**src/rtl/pbpd_pkg.sv**
```systemverilog
// Package for the page buffer pool directory: command codes, status codes,
// result type and the controller/datapath command and status structs.
// Depends on nothing.
`timescale 1ns / 1ps
`default_nettype none
package pbpd_pkg;
	localparam int FRAMES_MAX = 64;
	localparam int FRAMES_DEF = 64;
	localparam int FRAME_W = 6;
	localparam int PAGE_W = 32;
	localparam int PIN_W = 16;
	localparam int STAMP_W = 64;

	localparam logic [2:0] CMD_GET = 3'd0;
	localparam logic [2:0] CMD_GET_WR = 3'd1;
	localparam logic [2:0] CMD_UNPIN = 3'd2;
	localparam logic [2:0] CMD_FLUSH = 3'd3;
	localparam logic [2:0] CMD_DISCARD = 3'd4;

	localparam logic [1:0] ST_OK = 2'd0;
	localparam logic [1:0] ST_EXHAUSTED = 2'd1;
	localparam logic [1:0] ST_NOT_RESIDENT = 2'd2;

	typedef struct packed {
		logic [2:0]  command;
		logic [31:0] page;
	} req_t;

	typedef struct packed {
		logic [5:0]  frame;
		logic        hit;
		logic [1:0]  status;
		logic        fetch;
		logic        writeback;
		logic [31:0] writeback_page;
		logic        journal;
		logic        last;
	} rsp_t;

	// Controller to datapath.
	typedef struct packed {
		logic search;      // register the first half of the victim search
		logic resolve;     // register lookup and final victim results
		logic do_get;      // commit a get
		logic do_unpin;    // commit an unpin
		logic do_discard;  // invalidate all frames
		logic flush_step;  // clear dirty bit of the frame under the flush cursor
	} dp_cmd_t;

	// Datapath to controller.
	typedef struct packed {
		logic found;
		logic victim_ok;
		logic flush_any;   // a dirty valid frame remains
		logic flush_more;  // another one after the current
	} dp_sts_t;
endpackage
`default_nettype wire

```
**src/rtl/pbpd_if.sv**
```systemverilog
// Valid/ready channel interface carrying one payload item.
// Depends on nothing.
`timescale 1ns / 1ps
`default_nettype none
interface pbpd_if #(parameter type T = logic) (input wire logic clk);
	logic valid;
	logic ready;
	T     data;
	modport source(output valid, output data, input ready);
	modport sink(input valid, input data, output ready);
endinterface
`default_nettype wire

```
**src/rtl/page_buffer_pool_directory_top.sv**
```systemverilog
// Top level of the page buffer pool directory.
// Depends on pbpd_pkg, pbpd_if, pbpd_ctrl and pbpd_datapath.
//
//   Port            Direction  Carries
//   cmd_in          sink       command, page
//   res_out         source     frame, hit, status, fetch, writeback,
//                              writeback_page, journal, last
//   journal_we/wd   input      journal_enable register write
//
// A get, unpin, discard or unknown command passes through the search, resolve
// and exec states (first half of the victim search, lookup and second half,
// commit) before its result is loaded. The flush walk loads one result per cycle
// while the output register can take it, one per dirty frame or a single one
// when none is dirty. A result waiting in the output register stalls the sequencer.
// Reset clears all frames, use tick and the journal enable register.
`timescale 1ns / 1ps
`default_nettype none
module page_buffer_pool_directory_top #(
	parameter int FRAMES = pbpd_pkg::FRAMES_DEF
) (
	input  wire logic clk,
	input  wire logic arst_n,
	input  wire logic journal_we,
	input  wire logic journal_wd,
	pbpd_if.sink      cmd_in,
	pbpd_if.source    res_out
);
	import pbpd_pkg::*;

	logic journal_enable_q;
	req_t req;
	dp_cmd_t cmd;
	dp_sts_t sts;
	rsp_t rsp_dp;

	// The journaling hook register; the user must write it only while idle, the block does not enforce it.
	always_ff @(posedge clk or negedge arst_n) begin
		if (!arst_n) journal_enable_q <= 1'b0;
		else if (journal_we) journal_enable_q <= journal_wd;
	end

	pbpd_ctrl u_ctrl (
		.clk(clk), .arst_n(arst_n),
		.in_valid(cmd_in.valid), .in_ready(cmd_in.ready), .in_data(cmd_in.data),
		.req(req), .cmd(cmd), .sts(sts), .rsp_dp(rsp_dp),
		.out_valid(res_out.valid), .out_ready(res_out.ready), .out_data(res_out.data)
	);

	pbpd_datapath #(.FRAMES(FRAMES)) u_dp (
		.clk(clk), .arst_n(arst_n), .journal_enable(journal_enable_q),
		.req(req), .cmd(cmd), .sts(sts), .rsp(rsp_dp)
	);
endmodule
`default_nettype wire

```
**src/rtl/pbpd_datapath.sv**
```systemverilog
// Frame directory datapath: frame state, lookup, victim search, flush scan.
// Depends on pbpd_pkg.
`timescale 1ns / 1ps
`default_nettype none
module pbpd_datapath #(
	parameter int FRAMES = pbpd_pkg::FRAMES_DEF
) (
	input  wire logic              clk,
	input  wire logic              arst_n,
	input  wire logic              journal_enable,
	input  wire pbpd_pkg::req_t    req,
	input  wire pbpd_pkg::dp_cmd_t cmd,
	output pbpd_pkg::dp_sts_t      sts,
	output pbpd_pkg::rsp_t         rsp
);
	import pbpd_pkg::*;
	localparam int IW = (FRAMES > 1) ? $clog2(FRAMES) : 1;

	logic [FRAMES-1:0]  valid_q, dirty_q;
	logic [PAGE_W-1:0]  page_q [FRAMES];
	logic [PIN_W-1:0]   pins_q [FRAMES];
	logic [STAMP_W-1:0] stamp_q [FRAMES];
	logic [STAMP_W-1:0] tick_q;

	// Lookup and victim search, registered by the resolve command.
	logic [FRAMES-1:0] match, free, unpinned;
	logic [IW-1:0] hit_idx, free_idx, lru_idx, fl_idx;
	logic found_c, free_c, unp_c;
	logic found_q, vok_q;
	logic [IW-1:0] f_q;

	always_comb begin
		for (int i = 0; i < FRAMES; i++) begin
			match[i] = valid_q[i] && (page_q[i] == req.page);
			free[i] = !valid_q[i];
			unpinned[i] = (pins_q[i] == '0);
		end
	end

	always_comb begin
		hit_idx = '0;
		free_idx = '0;
		for (int i = FRAMES - 1; i >= 0; i--) begin
			if (match[i]) hit_idx = IW'(i);
			if (free[i]) free_idx = IW'(i);
		end
		found_c = |match;
		free_c = |free;
		unp_c = |unpinned;
	end

	// Minimum-stamp search across unpinned frames as a tree, lowest index on ties.
	// The levels nearest the leaves are reduced and registered in the search cycle, the
	// remaining levels toward the root in the resolve cycle.
	localparam int LEAVES = 1 << IW;
	localparam int HALF = 1 << (IW / 2);
	logic [STAMP_W-1:0] t_st [2*LEAVES];
	logic [IW-1:0]      t_ix [2*LEAVES];
	logic               t_ok [2*LEAVES];
	logic [STAMP_W-1:0] min_st_s1 [HALF];
	logic [IW-1:0]      min_ix_s1 [HALF];
	logic               min_ok_s1 [HALF];
	logic [STAMP_W-1:0] u_st [2*HALF];
	logic [IW-1:0]      u_ix [2*HALF];
	logic               u_ok [2*HALF];

	always_comb begin
		for (int n = 0; n < 2*LEAVES; n++) begin
			t_st[n] = '0; t_ix[n] = '0; t_ok[n] = 1'b0;
		end
		for (int i = 0; i < LEAVES; i++) begin
			t_st[LEAVES+i] = (i < FRAMES) ? stamp_q[i % FRAMES] : '0;
			t_ix[LEAVES+i] = IW'(i);
			t_ok[LEAVES+i] = (i < FRAMES) ? unpinned[i % FRAMES] : 1'b0;
		end
		for (int n = LEAVES - 1; n >= HALF; n--) begin
			if (t_ok[2*n] && (!t_ok[2*n+1] || t_st[2*n] <= t_st[2*n+1])) begin
				t_st[n] = t_st[2*n]; t_ix[n] = t_ix[2*n]; t_ok[n] = t_ok[2*n];
			end else begin
				t_st[n] = t_st[2*n+1]; t_ix[n] = t_ix[2*n+1]; t_ok[n] = t_ok[2*n+1];
			end
		end
	end

	always_ff @(posedge clk or negedge arst_n) begin
		if (!arst_n) begin
			for (int j = 0; j < HALF; j++) begin
				min_st_s1[j] <= '0;
				min_ix_s1[j] <= '0;
				min_ok_s1[j] <= 1'b0;
			end
		end else if (cmd.search) begin
			for (int j = 0; j < HALF; j++) begin
				min_st_s1[j] <= t_st[HALF+j];
				min_ix_s1[j] <= t_ix[HALF+j];
				min_ok_s1[j] <= t_ok[HALF+j];
			end
		end
	end

	always_comb begin
		u_st[0] = '0; u_ix[0] = '0; u_ok[0] = 1'b0;
		for (int j = 0; j < HALF; j++) begin
			u_st[HALF+j] = min_st_s1[j];
			u_ix[HALF+j] = min_ix_s1[j];
			u_ok[HALF+j] = min_ok_s1[j];
		end
		for (int n = HALF - 1; n >= 1; n--) begin
			if (u_ok[2*n] && (!u_ok[2*n+1] || u_st[2*n] <= u_st[2*n+1])) begin
				u_st[n] = u_st[2*n]; u_ix[n] = u_ix[2*n]; u_ok[n] = u_ok[2*n];
			end else begin
				u_st[n] = u_st[2*n+1]; u_ix[n] = u_ix[2*n+1]; u_ok[n] = u_ok[2*n+1];
			end
		end
		lru_idx = u_ix[1];
	end

	// Flush scan: lowest dirty valid frame, and whether another follows.
	logic [FRAMES-1:0] dv, dv_rest;
	always_comb begin
		dv = valid_q & dirty_q;
		fl_idx = '0;
		for (int i = FRAMES - 1; i >= 0; i--)
			if (dv[i]) fl_idx = IW'(i);
		dv_rest = dv;
		dv_rest[fl_idx] = 1'b0;
	end

	always_ff @(posedge clk or negedge arst_n) begin
		if (!arst_n) begin
			found_q <= 1'b0;
			vok_q <= 1'b0;
			f_q <= '0;
		end else if (cmd.resolve) begin
			found_q <= found_c;
			vok_q <= free_c || unp_c;
			f_q <= found_c ? hit_idx : (free_c ? free_idx : lru_idx);
		end
	end

	assign sts.found = found_q;
	assign sts.victim_ok = vok_q;
	assign sts.flush_any = |dv;
	assign sts.flush_more = |dv_rest;

	logic wr;
	logic wb_c, dirty_after_load, jr_c;
	assign wr = (req.command == CMD_GET_WR);
	assign wb_c = !found_q && valid_q[f_q] && dirty_q[f_q];
	assign dirty_after_load = found_q ? dirty_q[f_q] : 1'b0;
	assign jr_c = wr && journal_enable && !dirty_after_load;

	always_ff @(posedge clk or negedge arst_n) begin
		if (!arst_n) begin
			valid_q <= '0;
			dirty_q <= '0;
			tick_q <= '0;
			for (int i = 0; i < FRAMES; i++) begin
				page_q[i] <= '0;
				pins_q[i] <= '0;
				stamp_q[i] <= '0;
			end
		end else begin
			if (cmd.do_get) begin
				valid_q[f_q] <= 1'b1;
				dirty_q[f_q] <= wr ? 1'b1 : dirty_after_load;
				if (!found_q) begin
					page_q[f_q] <= req.page;
					pins_q[f_q] <= PIN_W'(1);
					stamp_q[f_q] <= tick_q + STAMP_W'(2);
					tick_q <= tick_q + STAMP_W'(2);
				end else begin
					if (pins_q[f_q] != '1) pins_q[f_q] <= pins_q[f_q] + PIN_W'(1);
					stamp_q[f_q] <= tick_q + STAMP_W'(1);
					tick_q <= tick_q + STAMP_W'(1);
				end
			end
			if (cmd.do_unpin && found_q && pins_q[f_q] != '0)
				pins_q[f_q] <= pins_q[f_q] - PIN_W'(1);
			if (cmd.flush_step)
				dirty_q[fl_idx] <= 1'b0;
			if (cmd.do_discard) begin
				valid_q <= '0;
				dirty_q <= '0;
				for (int i = 0; i < FRAMES; i++) pins_q[i] <= '0;
			end
		end
	end

	// Result fields for whichever command the controller is finishing.
	always_comb begin
		rsp = '0;
		rsp.last = 1'b1;
		if (cmd.do_get) begin
			rsp.frame = FRAME_W'(f_q);
			rsp.hit = found_q;
			rsp.fetch = !found_q;
			rsp.writeback = wb_c;
			rsp.writeback_page = wb_c ? page_q[f_q] : '0;
			rsp.journal = jr_c;
		end else if (cmd.do_unpin) begin
			rsp.frame = found_q ? FRAME_W'(f_q) : '0;
			rsp.hit = found_q;
			rsp.status = found_q ? ST_OK : ST_NOT_RESIDENT;
		end else if (cmd.flush_step) begin
			rsp.frame = FRAME_W'(fl_idx);
			rsp.writeback = 1'b1;
			rsp.writeback_page = page_q[fl_idx];
			rsp.last = !(|dv_rest);
		end
	end
endmodule
`default_nettype wire

```
**src/rtl/pbpd_ctrl.sv**
```systemverilog
// Command sequencer: accepts an item, runs lookup/commit or the flush walk,
// and loads the output register. Depends on pbpd_pkg.
`timescale 1ns / 1ps
`default_nettype none
module pbpd_ctrl (
	input  wire logic              clk,
	input  wire logic              arst_n,
	input  wire logic              in_valid,
	output logic                   in_ready,
	input  wire pbpd_pkg::req_t    in_data,
	output pbpd_pkg::req_t         req,
	output pbpd_pkg::dp_cmd_t      cmd,
	input  wire pbpd_pkg::dp_sts_t sts,
	input  wire pbpd_pkg::rsp_t    rsp_dp,
	output logic                   out_valid,
	input  wire logic              out_ready,
	output pbpd_pkg::rsp_t         out_data
);
	import pbpd_pkg::*;
	localparam logic [2:0] S_IDLE = 3'd0;
	localparam logic [2:0] S_SEARCH = 3'd1;
	localparam logic [2:0] S_RESOLVE = 3'd2;
	localparam logic [2:0] S_EXEC = 3'd3;
	localparam logic [2:0] S_FLUSH = 3'd4;

	logic [2:0] state_q;
	req_t req_q;
	logic ovalid_q;
	rsp_t odata_q;
	logic slot_free, emit;
	rsp_t emit_data;

	assign req = req_q;
	assign in_ready = (state_q == S_IDLE);
	assign slot_free = !ovalid_q || out_ready;
	assign out_valid = ovalid_q;
	assign out_data = odata_q;

	always_comb begin
		cmd = '0;
		emit = 1'b0;
		emit_data = rsp_dp;
		unique case (state_q)
			S_SEARCH: cmd.search = 1'b1;
			S_RESOLVE: cmd.resolve = 1'b1;
			S_EXEC: if (slot_free) begin
				emit = 1'b1;
				if (req_q.command == CMD_GET || req_q.command == CMD_GET_WR) begin
					if (sts.found || sts.victim_ok) cmd.do_get = 1'b1;
					else begin
						emit_data = '0;
						emit_data.status = ST_EXHAUSTED;
						emit_data.last = 1'b1;
					end
				end else if (req_q.command == CMD_UNPIN) begin
					cmd.do_unpin = 1'b1;
				end else if (req_q.command == CMD_DISCARD) begin
					cmd.do_discard = 1'b1;
				end
			end
			S_FLUSH: if (slot_free) begin
				emit = 1'b1;
				if (sts.flush_any) cmd.flush_step = 1'b1;
			end
			default: ;
		endcase
	end

	always_ff @(posedge clk or negedge arst_n) begin
		if (!arst_n) begin
			state_q <= S_IDLE;
			ovalid_q <= 1'b0;
		end else begin
			if (emit) ovalid_q <= 1'b1;
			else if (out_ready) ovalid_q <= 1'b0;
			unique case (state_q)
				S_IDLE: if (in_valid)
					state_q <= (in_data.command == CMD_FLUSH) ? S_FLUSH : S_SEARCH;
				S_SEARCH: state_q <= S_RESOLVE;
				S_RESOLVE: state_q <= S_EXEC;
				S_EXEC: if (emit) state_q <= S_IDLE;
				S_FLUSH: if (emit && !(sts.flush_any && sts.flush_more)) state_q <= S_IDLE;
				default: state_q <= S_IDLE;
			endcase
		end
	end

	always_ff @(posedge clk) begin
		if (in_valid && in_ready) req_q <= in_data;
		if (emit) odata_q <= emit_data;
	end
endmodule
`default_nettype wire
```
**src/flat_wrapper.sv**
```systemverilog
// flat-port wrapper written by rule: the top's interface ports become plain ports
module page_buffer_pool_directory_top_flat import pbpd_pkg::*;
#(
	parameter int FRAMES = pbpd_pkg::FRAMES_DEF
)
  (clk, arst_n, journal_we, journal_wd, cmd_in_valid, cmd_in_data, cmd_in_ready, res_out_valid, res_out_data, res_out_ready);
  pbpd_if cmd_in_i (.clk(clk));
  pbpd_if res_out_i (.clk(clk));
  input  wire logic clk;
  input  wire logic arst_n;
  input  wire logic journal_we;
  input  wire logic journal_wd;
  input wire logic [$bits(cmd_in_i.valid)-1:0] cmd_in_valid;
  input wire logic [$bits(cmd_in_i.data)-1:0] cmd_in_data;
  output wire logic [$bits(cmd_in_i.ready)-1:0] cmd_in_ready;
  output wire logic [$bits(res_out_i.valid)-1:0] res_out_valid;
  output wire logic [$bits(res_out_i.data)-1:0] res_out_data;
  input wire logic [$bits(res_out_i.ready)-1:0] res_out_ready;
  assign cmd_in_i.valid = cmd_in_valid;
  assign cmd_in_i.data = cmd_in_data;
  assign cmd_in_ready = cmd_in_i.ready;
  assign res_out_valid = res_out_i.valid;
  assign res_out_data = res_out_i.data;
  assign res_out_i.ready = res_out_ready;
  page_buffer_pool_directory_top #(.FRAMES(FRAMES)) u_core (.clk(clk), .arst_n(arst_n), .journal_we(journal_we), .journal_wd(journal_wd), .cmd_in(cmd_in_i), .res_out(res_out_i));
endmodule
```
**config.mk**
```make
export PLATFORM = sky130hd
export DESIGN_NAME = page_buffer_pool_directory_top_flat
export DESIGN_NICKNAME = d
export VERILOG_FILES = /design/src/rtl/pbpd_pkg.sv /design/src/rtl/pbpd_if.sv /design/src/rtl/page_buffer_pool_directory_top.sv /design/src/rtl/pbpd_datapath.sv /design/src/rtl/pbpd_ctrl.sv /design/src/flat_wrapper.sv
export SDC_FILE = /design/constraint.sdc
export NUM_CORES = 1
export LEC_CHECK = 0
export ABC_AREA = 1
export CAP_MARGIN = 0
export CORE_AREA = 8 8 45 47
export CTS_CLUSTER_SIZE = 24
export DETAILED_ROUTE_END_ITERATION = 16
export DIE_AREA = 0 0 53 55
export DONT_BUFFER_PORTS = 1
export SYNTH_ARGS = -nofsm -noshare
export SYNTH_HDL_FRONTEND = slang
export SYNTH_SLANG_ARGS = --single-unit
```
**constraint.sdc**
```tcl
create_clock -name clk -period 1 [get_ports clk]
set_input_delay 0.2 -clock clk [delete_from_list [all_inputs] [get_ports clk]]
set_output_delay 0.2 -clock clk [all_outputs]
set_load 0.005 [all_outputs]
```
==> results of run 1 <==
state kept, by name, indices dropped and copies added, names as in the netlist:
register,count
u_core.u_ctrl.state_q,2
u_core.u_ctrl.out_valid,1
kinds of logic after synthesis:
| kind of cell | Yosys count |
|---|---|
| and+or+nand+nor | 12 |
| buffers and inverters | 6 |
| adders and majority gates | 3 |
| DFF | 3 |
| other | 1 |
repair_timing:
| item | in CTS | in global routing |
|---|---|---|
| setup endpoints to repair | 3 | 3 |
| resized for setup | 5 | 3 |
| endpoints found under the hold margin | 3 | 0 |
| setup buffers | 3 | 0 |
| pin swaps | 3 | 0 |
| hold buffers | 1 | 0 |
power breakdown:
| group | total [mW] | switching [mW] | internal [mW] | leakage, nW |
|---|---|---|---|---|
| registers | 0.240 | 0.0539 | 0.186 | 0.0367 |
| logic | 0.519 | 0.247 | 0.272 | 0.103 |
| clock network | 0.211 | 0.0613 | 0.149 | 0.0150 |
| total | 0.969 | 0.362 | 0.608 | 0.155 |
routing by layer:
layer  GRT usage, %  wire length [um]
met5              0                 0
met4           3.88                 0
met3           3.74                39
met2           5.47               211
met1           2.90               172
final cells by class:
type	count	share of cell area, %
flip-flops and latches	3	24.1
multi-input cells	16	41.0
clock buffers	4	8.43
well taps	16	6.43
inverters	5	6.02
repair buffers	5	14.1
through the flow:
stage / cell area [um^2] / power [mW]
5_1_grt: 312 / 1.08
6_report: 312 / 0.969
3_5_place_dp: 221 / 0.563
4_1_cts: 297 / 0.951
3_3_place_gp: 221 / 0.546
2_1_floorplan: 201 / 0.466
critical path, stage by stage (launching register included):
cell     delay [ns]
dfrtp_1        0.37
inv_2          0.06
ha_4           0.16
buf_6          0.11
placed cells by master, fill, tap and decap left out:
cell / n
nand2_1: 7
inv_1: 3
clkbuf_4: 3
buf_4: 3
dfrtp_1: 3
inv_2: 2
nand3_1: 2
ha_4: 2
nand3_2: 1
nand2_2: 1
or2_0: 1
ha_2: 1
conb_1: 1
clkbuf_1: 1
dlygate4sd3_1: 1
buf_6: 1
path summary, 6_finish.rpt:
path,from,end,slack [ns],cells after the start
min,res_out_ready,u_core.u_ctrl.out_valid,0.14,3
max in group asynchronous,arst_n,u_core.u_ctrl.state_q[0],0.63,1
min in group asynchronous,arst_n,u_core.u_ctrl.state_q[1],0.22,1
max reg2reg,u_core.u_ctrl.state_q[1],u_core.u_ctrl.state_q[0],-0.12,5
min reg2reg,u_core.u_ctrl.out_valid,u_core.u_ctrl.out_valid,0.54,2
max,u_core.u_ctrl.state_q[1],cmd_in_ready,-0.13,3
Yosys cell counts, drive strengths merged:
library cell,number,area share (%)
ha,3,19
dfrtp,3,38
buf,1,3.8
nand3,3,10
conb,1,1.9
nand2,8,15
or2,1,3.1
inv,5,9.4
==> impl_metrics.env, run 1 <==
export IMPL_cts_tree="built"
export IMPL_syn_inst=25
export IMPL_syn_avg_cell_area_um2=7.96
export IMPL_grt_util_all_layers_pct=3.83
export IMPL_grt_ovfl_total=0
export IMPL_synth_fa_ha_area_share_pct=18.9
export IMPL_grt_pass1_wl_um=717
export IMPL_path_max_fanout=3
export IMPL_violations="negative setup slack"
export IMPL_critPathKind="reg2out"
export IMPL_area_growth_pct=56.6
export IMPL_drive_above_1_share_pct=42.4
export IMPL_gp_congestion=0.684
export IMPL_path_clk_slew_ns=0.04
export IMPL_drt_iter0_drc=1
export IMPL_wl_per_cell_um=8.63
export IMPL_htreeDepth=1
export IMPL_synth_compound_area_share_pct=0
export IMPL_antenna_left=0
export IMPL_port_buffers=0
export IMPL_numCtsBuffers=3
export IMPL_synthMuxAreaShare_pct=0
export IMPL_cp_data_required_time_ns=0.80
export IMPL_cp_arrival_ns=0.93
export IMPL_critPathLaunchType="flop"
export IMPL_synth_xor_area_share_pct=0
export IMPL_layout_cells_non_filler=49
export IMPL_setup_worst_path_end_class="primary output"
export IMPL_clock_sinks=3
export IMPL_drc=0
export IMPL_p_leak_nw=0.155
export IMPL_setup_tns_final_ns=-0.301
export IMPL_start_util_pct=14.4
export IMPL_setup_ws_ns=-0.128
export IMPL_rsz0062_at_grt="true"
export IMPL_finalCritPeriodShare_pct=113
export IMPL_synth_top_family_by_area="simple AND/OR/NAND/NOR gates"
export IMPL_totalWireLength_um=423
export IMPL_finalCoreUtilization_pct=22.5
export IMPL_synthesis_nets=35
export IMPL_rows=14
export IMPL_antenna_found_initial=0
export IMPL_yosysUniqueCellTypes=9
export IMPL_io_pins=10
export IMPL_multiInputGateArea_um2=128
export IMPL_clockBufferDepth=2
export IMPL_fp_dieH_um=55
export IMPL_ys_seq_area_share_pct=37.7
export IMPL_final_max_slew_violation_count=0
export IMPL_nets=44
export IMPL_dr_pass1_iters=3
export IMPL_worstSkewPairLatency_ns=0.23
export IMPL_finalHoldViolCount=0
export IMPL_die_x_um=53
export IMPL_outcome="finished, violations left"
export IMPL_skew_ns=0.00290
export IMPL_vias_per_cell=3.45
export IMPL_diodes=0
export IMPL_via_count=169
export IMPL_grt_pass1_vias=194
export IMPL_peakVddDrop_mv=0.824
export IMPL_finalSetupViolations=3
export IMPL_synth_seq_cells=3
export IMPL_coreArea_um2=1380
export IMPL_hold_ws_ns=0.136
export IMPL_period_needed_ns=1.13
export IMPL_fill_cells=153
export IMPL_cts_root_buf="clkbuf_4"
export IMPL_syn_area_um2=199
export IMPL_p_per_area_nw_per_um2=3110
export IMPL_place_inst=41
export IMPL_synthSimpleGateAreaFrac_pct=28.3
export IMPL_ys_warn_count=0
export IMPL_maxCapViolations=0
export IMPL_worst_hold_path_type="in2reg"
export IMPL_place_ws_ns=-0.0837
export IMPL_fmax_ghz=0.886
export IMPL_register_area_um2=75.1
export IMPL_grt_max_degree=4
export IMPL_die_area_um2=2920
(Power assumes the default switching activity.)
==> run 2: changes to the inputs <==
--- a/config.mk
+++ b/config.mk
@@ -7,11 +7,14 @@
 export LEC_CHECK = 0
 export ABC_AREA = 1
 export CAP_MARGIN = 0
+export CELL_PAD_IN_SITES_DETAIL_PLACEMENT = 1
+export CELL_PAD_IN_SITES_GLOBAL_PLACEMENT = 2
 export CORE_AREA = 8 8 45 47
 export CTS_CLUSTER_SIZE = 24
 export DETAILED_ROUTE_END_ITERATION = 16
 export DIE_AREA = 0 0 53 55
 export DONT_BUFFER_PORTS = 1
+export PLACE_DENSITY_LB_ADDON = 0.1
 export SYNTH_ARGS = -nofsm -noshare
 export SYNTH_HDL_FRONTEND = slang
 export SYNTH_SLANG_ARGS = --single-unit
==> run 2 against run 1 <==
Sequential share of layout area decreased by 3.3 points. Worst setup slack got worse by 0.10 ns. Clock-buffer cell count unchanged. The run still ends with negative setup slack left. Combinational power up 39%. Power rose by 21%. Via count grew 7.7%. Fmax shrank 8.4%. Design area grew 16%. Register-to-register slack got worse by 0.07 ns.
==> impl_metrics.env, run 2 (synthesis gave the netlist of run 1 again) <==
export IMPL_finalSetupViolations=4
export IMPL_rsz0062_at_grt="true"
export IMPL_die_x_um=53
export IMPL_violations="negative setup slack"
export IMPL_reg2reg_from="u_core.u_ctrl.state_q[0]"
export IMPL_clock_sinks=3
export IMPL_outcome="finished, violations left"
export IMPL_grt_pass1_wl_um=924
export IMPL_finalHoldViolCount=0
export IMPL_hold_start="res_out_ready"
export IMPL_final_area_um2=360
export IMPL_rows=14
export IMPL_hpwl_um=372
export IMPL_critPathCapture="cmd_in_ready"
export IMPL_register_area_um2=75.1
export IMPL_antenna_found_initial=0
export IMPL_die_area_um2=2920
export IMPL_path_clk_slew_ns=0.04
export IMPL_critPathLaunchType="flop"
export IMPL_port_buffers=0
export IMPL_drc=0
export IMPL_nets=47
export IMPL_gp_congestion=0.631
export IMPL_fill_cells=163
export IMPL_top_register="u_core.u_ctrl.state_q"
export IMPL_startpoint="u_core.u_ctrl.state_q[0]"
export IMPL_fp_dieH_um=55
export IMPL_skew_ns=0.00134
export IMPL_finalCritPeriodShare_pct=123
export IMPL_setup_ws_ns=-0.232
export IMPL_rr_worst_depth=6
export IMPL_place_area_um2=229
export IMPL_worst_hold_path_type="in2reg"
export IMPL_setup_tns_final_ns=-0.590
export IMPL_totalWireLength_um=525
export IMPL_wl_per_cell_um=10.1
export IMPL_period_needed_ns=1.23
export IMPL_path_max_fanout=2
export IMPL_drt_iter0_drc=0
export IMPL_multiInputGateArea_um2=143
export IMPL_cp_data_required_time_ns=0.80
export IMPL_final_max_slew_violation_count=0
export IMPL_drive_above_1_share_pct=52.8
export IMPL_grt_util_all_layers_pct=4.70
export IMPL_setup_worst_path_end_class="primary output"
export IMPL_largest_register_ffs=2
export IMPL_grt_max_degree=4
export IMPL_area_growth_pct=81.1
export IMPL_coreArea_um2=1380
export IMPL_grt_pass1_vias=222
export IMPL_fmax_ghz=0.812
export IMPL_p_per_area_nw_per_um2=3270
export IMPL_cp_arrival_ns=1.03
export IMPL_diodes=0
export IMPL_critPathKind="reg2out"
export IMPL_final_cell_mix="nand2_1 (6), buf_6 (4)"
export IMPL_r2r_setup_slack_ns=-0.19
export IMPL_place_inst=42
export IMPL_layout_cells_non_filler=52
export IMPL_r2r_end="u_core.u_ctrl.state_q[0]"
export IMPL_maxCapViolations=0
export IMPL_start_util_pct=14.4
export IMPL_via_count=182
export IMPL_numCtsBuffers=3
export IMPL_htreeDepth=1
export IMPL_cts_tree="built"
export IMPL_io_pins=10
export IMPL_dr_pass1_iters=1
export IMPL_cts_root_buf="clkbuf_4"
export IMPL_p_leak_nw=0.180
export IMPL_worstSkewPairLatency_ns=0.23
export IMPL_antenna_left=0
export IMPL_final_common_cell="nand2_1"
export IMPL_whs_path_depth=3
export IMPL_grt_ovfl_total=0
export IMPL_vias_per_cell=3.50
export IMPL_clockBufferDepth=2
export IMPL_peakVddDrop_mv=0.972
## run 2: changes by cell type in the layout (fill, tap and decap cells not counted)
cell / previous run / this run
nand3_2: 1 / 0
inv_2: 2 / 3
nand2_4: 0 / 1
buf_6: 1 / 4
nand2_1: 7 / 6
nand3_4: 0 / 1
inv_1: 3 / 2
## run 2: final cells by class
| class | instances | area share (%) |
|---|---|---|
| multi-input combinational | 16 | 39.6 |
| timing repair buffer | 8 | 21.5 |
| sequential | 3 | 20.8 |
| clock buffer | 4 | 7.29 |
| tap | 16 | 5.56 |
| inverter | 5 | 5.21 |
## run 2: per-stage QoR
step	power (mW)	setup WS (ns)	hold WS (ns)	util, %
floorplan	0.466	-0.000454	-0.0956	-
global placement	0.621	-0.115	-0.0955	16.5
detailed placement	0.623	-0.130	-0.0955	16.5
CTS	1.09	-0.229	0.145	23.7
global route	1.30	-0.271	0.193	26.0
finish	1.18	-0.232	0.169	26.0
## run 2: power breakdown
| group | internal [mW] | switching [mW] |
|---|---|---|
| clock network | 0.149 | 0.0545 |
| logic | 0.412 | 0.311 |
| registers | 0.186 | 0.0657 |
| total | 0.747 | 0.431 |
## run 2: repair_timing
action	4_1_cts	5_1_grt
setup endpoints to repair	3	4
hold buffers	1	0
buffers inserted	4	1
pin swaps	4	1
gates resized for setup	10	5
hold endpoints to repair	3	0
## run 2: worst min-delay path by stage
stage,endpoint
floorplan,u_core.u_ctrl.out_valid
global placement,u_core.u_ctrl.out_valid
detailed placement,u_core.u_ctrl.out_valid
CTS,u_core.u_ctrl.out_valid
global route,u_core.u_ctrl.out_valid
finish,u_core.u_ctrl.out_valid
## run 2: critical path, stage by stage (launching register included)
cell	delay (ns)
dfrtp_1	0.37
inv_2	0.07
ha_4	0.16
buf_6	0.10
buf_6	0.10
## run 2: metal layers
layer,GRT usage (%),part of all wire (%)
met1,3.96,38
met2,7.81,54
met3,1.34,6.9
met4,6.47,1.3
met5,0,0
